`src/rtl/rcfd_pkg.sv`:
```
// Shared constants, types and codes of the remote-control receiver frame decoder.
`default_nettype none

package rcfd_pkg;

    // Bytes in a valid frame and bytes kept for decoding.
    localparam int FRAME_BYTES = 18;
    localparam int STORE_DEPTH = 16;

    localparam int CNT_W = 5;
    localparam logic [CNT_W-1:0] CNT_MAX = '1;
    localparam logic [CNT_W-1:0] CNT_FRAME = CNT_W'(FRAME_BYTES);
    localparam logic [CNT_W-1:0] CNT_STORE = CNT_W'(STORE_DEPTH);

    localparam int STICK_W = 11;
    localparam int CH_W = 12;
    localparam int MOUSE_W = 16;

    // Configuration register indexes.
    localparam logic [1:0] REG_STICK_MID = 2'd0;
    localparam logic [1:0] REG_STICK_LIMIT = 2'd1;
    localparam logic [1:0] REG_STICK_DEAD = 2'd2;
    localparam logic [1:0] REG_MOUSE_LIMIT = 2'd3;

    localparam logic [STICK_W-1:0] MID_RESET = 11'd1024;
    localparam logic [STICK_W-1:0] LIMIT_RESET = 11'd660;
    localparam logic [STICK_W-1:0] DEAD_RESET = 11'd10;
    localparam logic [MOUSE_W-1:0] MLIMIT_RESET = 16'd32767;

    // Status codes of a result word.
    localparam logic [1:0] STATUS_OK = 2'd0;
    localparam logic [1:0] STATUS_STICK = 2'd1;
    localparam logic [1:0] STATUS_MOUSE = 2'd2;

    typedef logic [7:0] t_byte;
    typedef logic [STORE_DEPTH-1:0][7:0] t_frame;

    typedef struct packed {
        logic [STICK_W-1:0] stick_mid;
        logic [STICK_W-1:0] stick_limit;
        logic [STICK_W-1:0] stick_dead;
        logic [MOUSE_W-1:0] mouse_limit;
    } t_cfg;

    typedef struct packed {
        logic signed [CH_W-1:0] stick_right_x;
        logic signed [CH_W-1:0] stick_right_y;
        logic signed [CH_W-1:0] stick_left_x;
        logic signed [CH_W-1:0] stick_left_y;
        logic [1:0] switch_left;
        logic [1:0] switch_right;
        logic signed [MOUSE_W-1:0] mouse_x;
        logic signed [MOUSE_W-1:0] mouse_y;
        logic signed [MOUSE_W-1:0] mouse_z;
        logic [15:0] mouse_buttons;
        logic [15:0] key_bits;
        logic [1:0] status;
    } t_result;

endpackage

`default_nettype wire

```
`src/rtl/rcfd_cell.sv`:
```
// One byte cell of the frame shift line.
`default_nettype none

module rcfd_cell (
    input  wire                 i_clk,
    input  wire                 i_shift,
    input  rcfd_pkg::t_byte     i_byte,
    output rcfd_pkg::t_byte     o_byte,
    output rcfd_pkg::t_byte     o_next
);
    import rcfd_pkg::*;

    t_byte r_byte;
    t_byte n_byte;

    always_comb begin
        n_byte = i_shift ? i_byte : r_byte;
    end

    always_ff @(posedge i_clk) begin
        r_byte <= n_byte;
    end

    assign o_byte = r_byte;
    assign o_next = n_byte;

endmodule

`default_nettype wire

```
`src/rtl/rcfd_decode.sv`:
```
// Decode pipeline: frame snapshot, zero basing, magnitudes, checks and result register.
`default_nettype none

module rcfd_decode (
    input  wire                 i_clk,
    input  wire                 i_rst_n,
    input  wire                 i_load,
    input  rcfd_pkg::t_frame    i_frame,
    input  rcfd_pkg::t_cfg      i_cfg,
    output logic                o_full,
    output logic                o_valid,
    input  wire                 i_stall,
    output rcfd_pkg::t_result   o_result
);
    import rcfd_pkg::*;

    logic w_rdy1, w_rdy2, w_rdy3, w_rdy_o;

    // Stage 1: snapshot of the sixteen stored bytes.
    logic   r_v1;
    t_frame r1_frame;

    // Stage 2: zero-based sticks and mouse magnitudes.
    logic                      r_v2;
    logic signed [CH_W-1:0]    r2_ch [4];
    logic [MOUSE_W:0]          r2_mag [3];
    logic [MOUSE_W-1:0]        r2_mouse [3];
    logic [15:0]               r2_btn;
    logic [15:0]               r2_key;
    logic [3:0]                r2_sw;

    // Stage 3: stick magnitudes.
    logic                      r_v3;
    logic signed [CH_W-1:0]    r3_ch [4];
    logic [STICK_W-1:0]        r3_abs [4];
    logic [MOUSE_W:0]          r3_mag [3];
    logic [MOUSE_W-1:0]        r3_mouse [3];
    logic [15:0]               r3_btn;
    logic [15:0]               r3_key;
    logic [3:0]                r3_sw;

    logic      r_vo;
    t_result   r_res;
    t_result   n_res;
    logic [15:0] r_last_key;
    logic [15:0] n_last_key;

    logic [STICK_W-1:0]     w_raw [4];
    logic signed [CH_W-1:0] w_ch [4];
    logic [MOUSE_W-1:0]     w_mouse [3];
    logic [MOUSE_W:0]       w_mag [3];
    logic [STICK_W-1:0]     w_abs [4];
    logic signed [CH_W-1:0] w_dead [4];

    assign w_rdy_o = !r_vo || !i_stall;
    assign w_rdy3  = !r_v3 || w_rdy_o;
    assign w_rdy2  = !r_v2 || w_rdy3;
    assign w_rdy1  = !r_v1 || w_rdy2;
    assign o_full  = !w_rdy1;

    always_ff @(posedge i_clk) begin
        if (!i_rst_n) begin
            r_v1 <= 1'b0;
            r_v2 <= 1'b0;
            r_v3 <= 1'b0;
            r_vo <= 1'b0;
            r_last_key <= '0;
        end else begin
            if (w_rdy1) r_v1 <= i_load;
            if (w_rdy2) r_v2 <= r_v1;
            if (w_rdy3) r_v3 <= r_v2;
            if (w_rdy_o) r_vo <= r_v3;
            r_last_key <= n_last_key;
        end
    end

    always_ff @(posedge i_clk) begin
        if (i_load && w_rdy1) r1_frame <= i_frame;
    end

    // The four 11-bit channels are packed little endian over bytes 0 to 5.
    always_comb begin
        w_raw[0] = {r1_frame[1][2:0], r1_frame[0]};
        w_raw[1] = {r1_frame[2][5:0], r1_frame[1][7:3]};
        w_raw[2] = {r1_frame[4][0], r1_frame[3], r1_frame[2][7:6]};
        w_raw[3] = {r1_frame[5][3:0], r1_frame[4][7:1]};
        for (int i = 0; i < 4; i++) begin
            w_ch[i] = $signed({1'b0, w_raw[i]}) - $signed({1'b0, i_cfg.stick_mid});
        end
        for (int i = 0; i < 3; i++) begin
            w_mouse[i] = {r1_frame[7 + 2 * i], r1_frame[6 + 2 * i]};
            w_mag[i] = w_mouse[i][MOUSE_W-1] ? (17'h10000 - {1'b0, w_mouse[i]})
                                             : {1'b0, w_mouse[i]};
        end
    end

    always_ff @(posedge i_clk) begin
        if (r_v1 && w_rdy2) begin
            for (int i = 0; i < 4; i++) r2_ch[i] <= w_ch[i];
            for (int i = 0; i < 3; i++) begin
                r2_mag[i] <= w_mag[i];
                r2_mouse[i] <= w_mouse[i];
            end
            r2_btn <= {r1_frame[13], r1_frame[12]};
            r2_key <= {r1_frame[15], r1_frame[14]};
            r2_sw <= r1_frame[5][7:4];
        end
    end

    always_comb begin
        for (int i = 0; i < 4; i++) begin
            w_abs[i] = r2_ch[i][CH_W-1] ? STICK_W'(-r2_ch[i]) : r2_ch[i][STICK_W-1:0];
        end
    end

    always_ff @(posedge i_clk) begin
        if (r_v2 && w_rdy3) begin
            for (int i = 0; i < 4; i++) begin
                r3_ch[i] <= r2_ch[i];
                r3_abs[i] <= w_abs[i];
            end
            for (int i = 0; i < 3; i++) begin
                r3_mag[i] <= r2_mag[i];
                r3_mouse[i] <= r2_mouse[i];
            end
            r3_btn <= r2_btn;
            r3_key <= r2_key;
            r3_sw <= r2_sw;
        end
    end

    // The stick check overrides everything; a mouse error keeps the old key bitmap.
    always_comb begin
        logic stick_err;
        logic mouse_err;
        stick_err = 1'b0;
        mouse_err = 1'b0;
        for (int i = 0; i < 4; i++) begin
            if (r3_abs[i] > i_cfg.stick_limit) stick_err = 1'b1;
            w_dead[i] = (r3_abs[i] <= i_cfg.stick_dead) ? '0 : r3_ch[i];
        end
        for (int i = 0; i < 3; i++) begin
            if (r3_mag[i] >= {1'b0, i_cfg.mouse_limit}) mouse_err = 1'b1;
        end

        n_res.stick_right_x = w_dead[0];
        n_res.stick_right_y = w_dead[1];
        n_res.stick_left_x  = w_dead[2];
        n_res.stick_left_y  = w_dead[3];
        n_res.switch_left   = r3_sw[3:2];
        n_res.switch_right  = r3_sw[1:0];
        n_res.mouse_x       = r3_mouse[0];
        n_res.mouse_y       = r3_mouse[1];
        n_res.mouse_z       = r3_mouse[2];
        n_res.mouse_buttons = r3_btn;
        n_res.key_bits      = r3_key;
        n_res.status        = STATUS_OK;
        n_last_key          = r_last_key;

        if (stick_err) begin
            n_res = '0;
            n_res.status = STATUS_STICK;
        end else if (mouse_err) begin
            n_res.key_bits = r_last_key;
            n_res.status = STATUS_MOUSE;
        end

        if (!(r_v3 && w_rdy_o)) begin
            n_last_key = r_last_key;
        end else if (stick_err) begin
            n_last_key = '0;
        end else if (!mouse_err) begin
            n_last_key = r3_key;
        end
    end

    always_ff @(posedge i_clk) begin
        if (r_v3 && w_rdy_o) r_res <= n_res;
    end

    assign o_valid  = r_vo;
    assign o_result = r_res;

endmodule

`default_nettype wire

```
`src/rtl/rc_receiver_frame_decoder_unit.sv`:
```
// Top level of the remote-control receiver frame decoder.
//
// Input channel: one received byte per word (i_rx_byte) with i_idle_after set on the
// byte after which the serial line went idle. One word is taken per cycle unless
// stalled. Bytes shift into a row of sixteen byte cells while fewer than sixteen
// bytes of the frame are in; later bytes are only counted; the count saturates at 31.
// When the idle flag arrives and the frame held exactly FRAME_BYTES bytes, the cells
// are copied into the decode pipeline and a result word follows; otherwise the frame
// is dropped and no word is produced. Either way the count returns to zero.
// Results pass the snapshot, subtract, magnitude and check stages of the decoder.
// Throughput: one byte per cycle. A stalled output holds its word; the pipeline keeps
// taking bytes and stalls the input, every byte alike, only while all four decoder
// stages hold a finished frame and the output word cannot leave.
// Reset clears the byte count, the remembered key bitmap and all valid flags, and loads
// the configuration registers with their defaults. Configuration sits on an APB-style
// port at byte addresses 0, 4, 8 and 12. The user must write it only while the block
// is idle; the block itself does not enforce this.
`default_nettype none

module rc_receiver_frame_decoder_unit (
    input  wire         i_clk,
    input  wire         i_rst_n,

    input  wire         i_in_valid,
    output logic        o_in_stall,
    input  wire  [7:0]  i_rx_byte,
    input  wire         i_idle_after,

    output logic        o_out_valid,
    input  wire         i_out_stall,
    output logic signed [11:0] o_stick_right_x,
    output logic signed [11:0] o_stick_right_y,
    output logic signed [11:0] o_stick_left_x,
    output logic signed [11:0] o_stick_left_y,
    output logic [1:0]  o_switch_left,
    output logic [1:0]  o_switch_right,
    output logic signed [15:0] o_mouse_x,
    output logic signed [15:0] o_mouse_y,
    output logic signed [15:0] o_mouse_z,
    output logic [15:0] o_mouse_buttons,
    output logic [15:0] o_key_bits,
    output logic [1:0]  o_status,

    input  wire         psel,
    input  wire         penable,
    input  wire         pwrite,
    input  wire  [3:0]  paddr,
    input  wire  [31:0] pwdata,
    output logic [31:0] prdata,
    output logic        pready
);
    import rcfd_pkg::*;

    logic [STICK_W-1:0] r_mid, r_limit, r_dead;
    logic [MOUSE_W-1:0] r_mlimit;
    t_cfg               w_cfg;

    logic [CNT_W-1:0]   r_count;
    logic [CNT_W-1:0]   n_count;
    logic [CNT_W-1:0]   w_count_inc;
    logic               w_accept;
    logic               w_shift;
    logic               w_load;
    logic               w_full;

    t_byte              w_cell_in   [STORE_DEPTH];
    t_byte              w_cell_out  [STORE_DEPTH];
    t_byte              w_cell_next [STORE_DEPTH];
    t_frame             w_frame;
    t_result            w_res;

    // Configuration port.
    assign pready = 1'b1;

    always_ff @(posedge i_clk) begin
        if (!i_rst_n) begin
            r_mid    <= MID_RESET;
            r_limit  <= LIMIT_RESET;
            r_dead   <= DEAD_RESET;
            r_mlimit <= MLIMIT_RESET;
        end else if (psel && penable && pwrite && pready) begin
            case (paddr[3:2])
                REG_STICK_MID:   r_mid    <= pwdata[STICK_W-1:0];
                REG_STICK_LIMIT: r_limit  <= pwdata[STICK_W-1:0];
                REG_STICK_DEAD:  r_dead   <= pwdata[STICK_W-1:0];
                REG_MOUSE_LIMIT: r_mlimit <= pwdata[MOUSE_W-1:0];
                default: ;
            endcase
        end
    end

    always_comb begin
        case (paddr[3:2])
            REG_STICK_MID:   prdata = 32'(r_mid);
            REG_STICK_LIMIT: prdata = 32'(r_limit);
            REG_STICK_DEAD:  prdata = 32'(r_dead);
            REG_MOUSE_LIMIT: prdata = 32'(r_mlimit);
            default:         prdata = '0;
        endcase
    end

    assign w_cfg = '{stick_mid: r_mid, stick_limit: r_limit,
                     stick_dead: r_dead, mouse_limit: r_mlimit};

    // Byte counting and frame end detection.
    assign o_in_stall  = w_full;
    assign w_accept    = i_in_valid && !w_full;
    assign w_shift     = w_accept && (r_count < CNT_STORE);
    assign w_count_inc = (r_count == CNT_MAX) ? r_count : r_count + 1'b1;
    assign w_load      = w_accept && i_idle_after && (w_count_inc == CNT_FRAME);

    always_comb begin
        n_count = r_count;
        if (w_accept) n_count = i_idle_after ? '0 : w_count_inc;
    end

    always_ff @(posedge i_clk) begin
        if (!i_rst_n) r_count <= '0;
        else          r_count <= n_count;
    end

    // Row of byte cells: the newest byte enters cell 0, so the first byte of the
    // frame ends up in the last cell.
    genvar k;
    generate
        for (k = 0; k < STORE_DEPTH; k++) begin : g_cell
            if (k == 0) begin : g_head
                assign w_cell_in[k] = i_rx_byte;
            end else begin : g_link
                assign w_cell_in[k] = w_cell_out[k-1];
            end
            rcfd_cell u_cell (
                .i_clk   (i_clk),
                .i_shift (w_shift),
                .i_byte  (w_cell_in[k]),
                .o_byte  (w_cell_out[k]),
                .o_next  (w_cell_next[k])
            );
            assign w_frame[k] = w_cell_next[STORE_DEPTH-1-k];
        end
    endgenerate

    rcfd_decode u_decode (
        .i_clk    (i_clk),
        .i_rst_n  (i_rst_n),
        .i_load   (w_load),
        .i_frame  (w_frame),
        .i_cfg    (w_cfg),
        .o_full   (w_full),
        .o_valid  (o_out_valid),
        .i_stall  (i_out_stall),
        .o_result (w_res)
    );

    assign o_stick_right_x = w_res.stick_right_x;
    assign o_stick_right_y = w_res.stick_right_y;
    assign o_stick_left_x  = w_res.stick_left_x;
    assign o_stick_left_y  = w_res.stick_left_y;
    assign o_switch_left   = w_res.switch_left;
    assign o_switch_right  = w_res.switch_right;
    assign o_mouse_x       = w_res.mouse_x;
    assign o_mouse_y       = w_res.mouse_y;
    assign o_mouse_z       = w_res.mouse_z;
    assign o_mouse_buttons = w_res.mouse_buttons;
    assign o_key_bits      = w_res.key_bits;
    assign o_status        = w_res.status;

    // A rejected stick frame carries nothing but its status.
    a_stick_zero: assert property (@(posedge i_clk) disable iff (!i_rst_n)
        (o_out_valid && o_status == STATUS_STICK) |->
            (o_stick_right_x == 0 && o_stick_left_y == 0 && o_mouse_x == 0 &&
             o_mouse_buttons == 0 && o_key_bits == 0 && o_switch_left == 0))
        else $error("stick error word carries non-zero fields");

    a_status_code: assert property (@(posedge i_clk) disable iff (!i_rst_n)
        o_out_valid |-> (o_status == STATUS_OK || o_status == STATUS_STICK ||
                         o_status == STATUS_MOUSE))
        else $error("undefined status code");

    a_count_clear: assert property (@(posedge i_clk) disable iff (!i_rst_n)
        (w_accept && i_idle_after) |=> (r_count == '0))
        else $error("byte count not cleared at frame end");

    a_load_room: assert property (@(posedge i_clk) disable iff (!i_rst_n)
        w_load |=> $past(r_count) == CNT_FRAME - 1'b1 || $past(r_count) == CNT_FRAME)
        else $error("frame decoded at wrong byte count");

endmodule

`default_nettype wire
```
`config.mk`:
```
export PLATFORM = sky130hd
export DESIGN_NAME = rc_receiver_frame_decoder_unit
export DESIGN_NICKNAME = d
export VERILOG_FILES = /design/src/rtl/rcfd_pkg.sv /design/src/rtl/rcfd_cell.sv /design/src/rtl/rcfd_decode.sv /design/src/rtl/rc_receiver_frame_decoder_unit.sv
export SDC_FILE = /design/constraint.sdc
export NUM_CORES = 1
export LEC_CHECK = 0
export BUFFER_PORTS_ARGS = -buffer_cell sky130_fd_sc_hd__buf_2
export CAP_MARGIN = 5
export CORE_MARGIN = 2
export CORE_UTILIZATION = 30
export CTS_CLUSTER_SIZE = 30
export DETAILED_ROUTE_END_ITERATION = 6
export HOLD_SLACK_MARGIN = 0.02
export PLACE_DENSITY = 0.5
export SLEW_MARGIN = 5
export SYNTH_ARGS = -nofsm -noshare
export SYNTH_HDL_FRONTEND = slang
export SYNTH_HIERARCHICAL = 1
export SYNTH_SLANG_ARGS = --single-unit
export TNS_END_PERCENT = 10
```
`constraint.sdc`:
```
create_clock -name i_clk -period 42.4 [get_ports i_clk]
set_input_delay 2.12 -clock i_clk [delete_from_list [all_inputs] [get_ports i_clk]]
set_output_delay 2.12 -clock i_clk [all_outputs]
set_load 0.1 [all_outputs]
```
==> impl_results.md, run 1 <==
* Hpwl dp at 58940 µm
* First drt pass iteration count at 5
* CP arrival at 3640 ps
* Count leader, synth: edfxtp_1
* Final wirelength at 84030 µm
* Final Max Slew Viols at 0
* All-Layer GR Usage at 13.74%
* Placed cell count at 4088
* CTS clock-pin slew for the worst setup and hold paths at 60 ps
* Total CTS buffers at 97
* Clk buf depth at 3
* Die height at 349.5 µm
* Switching portion of total power at 22.35%
* Internal at 1.563 mW
* First-pass GRT wire length at 126300 µm
* Cells along the critical path: buf_2 > and3_1 > and3_1 > buf_2
* Initial antenna violation count at 6
* Setup_tns at 0 ps
* Synthesized instance count at 2415
* Pin count of the biggest net entering global routing at 129
* Clock network latency to the later pin of the worst-skew pair at 690 ps
* Worst Hold Slack at 404.5 ps
* Largest area contributor in the netlist: edfxtp_1
* Full die area at 122200 µm²
* Top FF cell, synth: edfxtp_1
* Synth Register Bits at 864
* Synth Warn # at 6
* Crit-path max cell delay at 580 ps
* CTS tree: done
* Logic pwr share at 6.3%
* F_max at 0.1737 GHz
* Worst vdd ir at 0.00003203 V
* Avg Inst Size Synth at 14.83 µm²
* Sequential area share after synthesis at 66.79%
* Critical-path top delay cell: buf_2
* Reg2reg setup slack at 38320 ps
* Number of synthesized flops with an enable pin at 662
* Outcome: complete, no violations
* FF-to-FF path depth at 8
* Row count at 126
* Critical path endpoint category: output pin
* Die Wd at 349.5 µm
* GR Overflow Total at 0
* DR DRC count at 0
* WS Path Type: input port to output pin
* Async SR Flop Fraction at 0%
* Layout Skew at 48.13 ps
* Ranking of synthesized cells by area: edfxtp_1 55%, dfxtp_1 11%, ha_1 6.6%
* Diodes inserted at 0
* Max-Cap Viols at 0
* Pwr per Cell Area at 48.12 nW/µm²
* Setup crit start kind: input port
* Layout cells sized above 1 at 19.67%
* Root Buffer Master: clkbuf_16
* Number of antenna-violating nets in the routed design at 0
* Post-synth top area share at 55.50%
* Routed wire per std cell at 19.67 µm
* Final #Nets at 2895
* Vias in the first global route at 20190
* Switch Pwr at 449.8 µW
* Commonest cells post-synth: 662 x edfxtp_1, 202 x dfxtp_1, 191 x nand2_1
* Count of cell types in the netlist at 74
* Period utilization at 13.58%
* Pleak at 15.57 nW
* Vias at 19570
* DRT iter0 DRCs at 1356
* Clock sinks at 864
* Tightest Hold Check Type: flip-flop to flip-flop
* Starting density of the core at 30.29%
* Post-CTS setup buffer count at 0
* Final Power at 2.013 mW
* CTS resizes at 0
* Area Growth Syn to Fin at 16.77%
* Worst Setup SP: i_out_stall
* Reg2reg end: u_decode/r1_frame[119]
* Port Buffer Count at 185
* Worst setup path endpoint: o_in_stall
* DR vias/cell at 4.582
* Worst relative slew slack at 27.65%
* Reg power frac at 49.8%
* Slew @ Worst Pin at 1085 ps
* Final GP Congestion at 0.8685
* Minimum clock period at 5758 ps
* RSZ-0062 raised after global routing: no
* Reg2Reg Launch Point: u_decode/o_valid
* Final non-filler cell total at 4271
* CP Max Fanout at 5
* Hold-fix buffers at CTS at 0
* Mapped Area at 35820 µm²
* Finish-stage setup viols at 0
* Req. time, crit path at 40280 ps
* Core ar. at 118200 µm²
* Clk network pwr share at 43.9%
* CTS H-tree depth at 3
* Hold Vio Cnt, Final at 0
* # IOs at 221
[sequential cells by signal, indices dropped and copies added, names as in the netlist, 16 cells and up]
| register | count |
|---|---|
| u_decode/r3_mouse | 48 |
| u_decode/r3_ch | 45 |
| r_mlimit | 16 |
| u_decode/r2_mouse | 48 |
| u_decode/r2_mag | 48 |
| u_decode/r_last_key | 16 |
| g_cell.u_cell/o_byte | 128 |
| u_decode/r3_btn | 16 |
| u_decode/o_result | 134 |
| u_decode/r1_frame | 128 |
| u_decode/r2_ch | 48 |
| u_decode/r2_key | 16 |
| u_decode/r3_mag | 48 |
| u_decode/r2_btn | 16 |
| u_decode/r3_abs | 43 |
| u_decode/r3_key | 16 |
[cell families after synthesis]
group | count (synthesis) | share of synthesized area (%)
AOI/OAI and AO/OA | 275 | 5.264
and+or+nand+nor | 580 | 8.188
muxes | 196 | 7.650
adders and majority gates | 192 | 6.791
DFF | 864 | 66.79
buffers and inverters | 206 | 2.868
xor gates and xnor gates | 99 | 2.421
other | 3 | 0.03144
[metal layers]
layer | share of wire, % | up-vias | GRT usage, %
met5 | 0.033 | - | 0
met4 | 3.2 | 4 | 5.287
met3 | 4.0 | 154 | 2.434
met2 | 50 | 422 | 23.98
met1 | 43 | 9640 | 16.85
li1 | - | 9348 | -
[per-stage QoR]
step / util (%) / setup slack [ps] / instance area (µm²)
CTS: 35.38 / 36590 / 41830
detailed placement: 32.46 / 36270 / 38380
global route: 35.38 / 36540 / 41830
floorplan: - / 26080 / 35880
finish: 35.38 / 36640 / 41830
global placement: 32.46 / 36320 / 38380
[layout make-up]
class	count	area (µm²)
clock inverters	64	799.5
flip-flops and latches	864	23920
repair buffers	204	1096
clock buffers	119	2644
fillers	11320	76410
multi-input cells	1362	10990
well taps	1536	1922
inverters	122	457.9
[worst min-delay path by stage]
stage	startpoint	end	cells after the start
after CTS	u_decode/r2_key[1]	u_decode/r3_key[1]	0
after floorplan	u_decode/r1_frame[96]	u_decode/r2_btn[0]	0
after global placement	u_decode/r2_mouse[0][0]	u_decode/r3_mouse[0][0]	0
after detailed placement	u_decode/r1_frame[124]	u_decode/r2_key[12]	0
final	u_decode/r2_key[1]	u_decode/r3_key[1]	0
after global routing	u_decode/r2_key[15]	u_decode/r3_key[15]	0
[power groups by stage]
stage | Clock (mW) | Sequential, mW | Combinational (mW)
floorplan | 0 | 1.00 | 0.110
global placement | 0 | 1.02 | 0.122
detailed placement | 0 | 1.02 | 0.126
CTS | 0.913 | 1.01 | 0.127
global route | 0.946 | 1.01 | 0.136
finish | 0.884 | 1.00 | 0.126
[worst max-delay path, delay by kind of cell]
family | cells | cell delay (ps)
buffers and inverters | 2 | 700
and+or+nand+nor | 2 | 800
[cells in the final DEF (no fill, tap or decap), types with 56 or more instances in the layout]
cell type  count
edfxtp_1     662
dfxtp_1      202
nand2_1      191
ha_1         188
buf_2        184
mux2_4       128
inv_1        122
nor2_1       107
clkbuf_16    100
xnor2_1       93
o21ai_0       80
and2_1        75
mux2i_1       57
a21oi_1       56
No activity file was read; power rests on OpenSTA's default activity.
==> run 2: changes to the inputs <==
Clock period 42.4 ns to 5.3 ns, I/O delays scaled along.
==> run 2 against run 1 <==
Compared with the run above:
- sequential cell count unchanged
- worst hold slack worse by 290 ps
- non-clock buffer count increased by 29
- first-iteration DRC count fell by 6.8%
- highest routed layer unchanged
==> impl_results.md, run 2 (synthesis results as in run 1) <==
* Most frequent cells in the layout: 662 x edfxtp_1, 202 x dfxtp_1, 191 x nand2_1
* CTS clock-pin slew for the worst setup and hold paths at 60 ps
* Routed wire per std cell at 19.60 µm
* Pleak at 15.74 nW
* Max reg flops at 134
* Outcome: complete, no violations
* Layout Skew at 31.11 ps
* Minimum clock period at 3754 ps
* Final non-filler cell total at 4291
* Register area at 23920 µm²
* WS Path Type: flip-flop to flip-flop
* Clock sinks at 864
* Slew @ Worst Pin at 1140 ps
* Worst relative slew slack at 23.99%
* Final Max Slew Viols at 0
* Port Buffer Count at 185
* Diodes inserted at 0
* Starting density of the core at 30.29%
* Final #Nets at 2920
* Die Wd at 349.5 µm
* GR Overflow Total at 0
* Commonest non-fill, non-tap cell in the layout: edfxtp_1
* Number of antenna-violating nets in the routed design at 0
* DR vias/cell at 4.572
* Final wirelength at 84090 µm
* Multi-input combinational cell area at 10990 µm²
* CTS resizes at 0
* Critical path endpoint category: flip-flop
* All-Layer GR Usage at 13.72%
* Clock network latency to the later pin of the worst-skew pair at 670 ps
* CP arrival at 4310 ps
* Period utilization at 70.84%
* DRT iter0 DRCs at 1264
* Final GP Congestion at 0.8429
* Pin count of the biggest net entering global routing at 176
* Hpwl dp at 59330 µm
* Pwr per Cell Area at 387.9 nW/µm²
* Finished Core Util at 35.76%
* RSZ-0062 raised after global routing: no
* Clk buf depth at 3
* Worst vdd ir at 0.0002065 V
* Area Growth Syn to Fin at 18.03%
* Setup crit start kind: flip-flop
* CP Max Fanout at 103
* Placed cell count at 4090
* Vias at 19620
* Hold Vio Cnt, Final at 0
* Full die area at 122200 µm²
* CTS tree: done
* Root Buffer Master: clkbuf_16
* CTS H-tree depth at 3
* Initial antenna violation count at 8
* Finish-stage setup viols at 0
* F_max at 0.2664 GHz
* Req. time, crit path at 5850 ps
* DR DRC count at 0
* Tightest Hold Check Type: input port to flip-flop
* # IOs at 221
* First-pass GRT wire length at 126500 µm
* Setup WS pre-CTS at 1449 ps
* Total CTS buffers at 93
* Layout cells sized above 1 at 19.38%
* Fill cell count at 11230
* Vias in the first global route at 20260
* Setup slack after layout at 1546 ps
* Row count at 126
* First drt pass iteration count at 5
* Core ar. at 118200 µm²
* Die height at 349.5 µm
* Max-Cap Viols at 0
-- run 2: cell count changes in the layout (fill, tap and decap cells not counted), sizes merged --
cell         change
dlygate4sd3     +27
bufinv          +11
clkbuf          -11
clkinv           -9
buf              +2
clkinvlp         +1
inv              -1
-- run 2: repair_timing --
| action | CTS | global route |
|---|---|---|
| setup buffers | 0 | 0 |
| hold buffers | 27 | 0 |
| endpoints found under the hold margin | 68 | 0 |
-- run 2: worst paths after layout --
| check | startpoint | to | slack (ps) | cells after the start |
|---|---|---|---|---|
| worst max-delay path | r_limit[10] | u_decode/r_last_key[15] | 1550 | 10 |
| worst min-delay path | i_in_valid | r_count[4] | 110 | 4 |
| worst max register to register | r_limit[10] | u_decode/r_last_key[15] | 1550 | 10 |
| worst min register to register | u_decode/r2_btn[6] | u_decode/r3_btn[6] | 410 | 0 |
-- run 2: cell type report --
type,count,share of cell area (%)
clock buffer,108,5.928
clock inverter,66,2.459
inverter,122,1.083
multi-input combinational,1362,25.98
sequential,864,56.58
tap,1536,4.546
timing repair buffer,233,3.415
-- run 2: power by group --
group          internal [mW]  switching, mW
registers               7.73          0.295
logic                  0.598          0.438
clock network           4.55           2.79
-- run 2: stage by stage --
stage	power (mW)	hold slack, ps	setup TNS, ps	instance area (µm²)
final	16.40	110.8	0	42280
after global routing	17.00	95.38	0	42280
after global placement	9.160	402.3	0	38460
after floorplan	8.891	400.3	-343720	35900
after CTS	16.63	41.11	0	42280
after detailed placement	9.194	404.5	0	38460
-- run 2: layer usage --
| metal | vias up | share of wire [%] | track usage (%) | wire [µm] |
|---|---|---|---|---|
| li1 | 9407 | - | - | - |
| met1 | 9656 | 43 | 16.87 | 35800 |
| met2 | 389 | 49 | 23.41 | 41340 |
| met3 | 159 | 4.6 | 2.743 | 3902 |
| met4 | 6 | 3.6 | 5.788 | 3015 |
| met5 | - | 0.040 | 0 | 34 |
-- run 2: worst max-delay path, cell delays in order (launching register included) --
cell,delay (ps)
dfxtp_1,330
inv_1,300
ha_1,330
a21oi_1,170
o21ai_0,110
nor4_1,520
o22ai_1,230
nor2_4,160
buf_12,400
nand2_1,580
o32ai_1,440
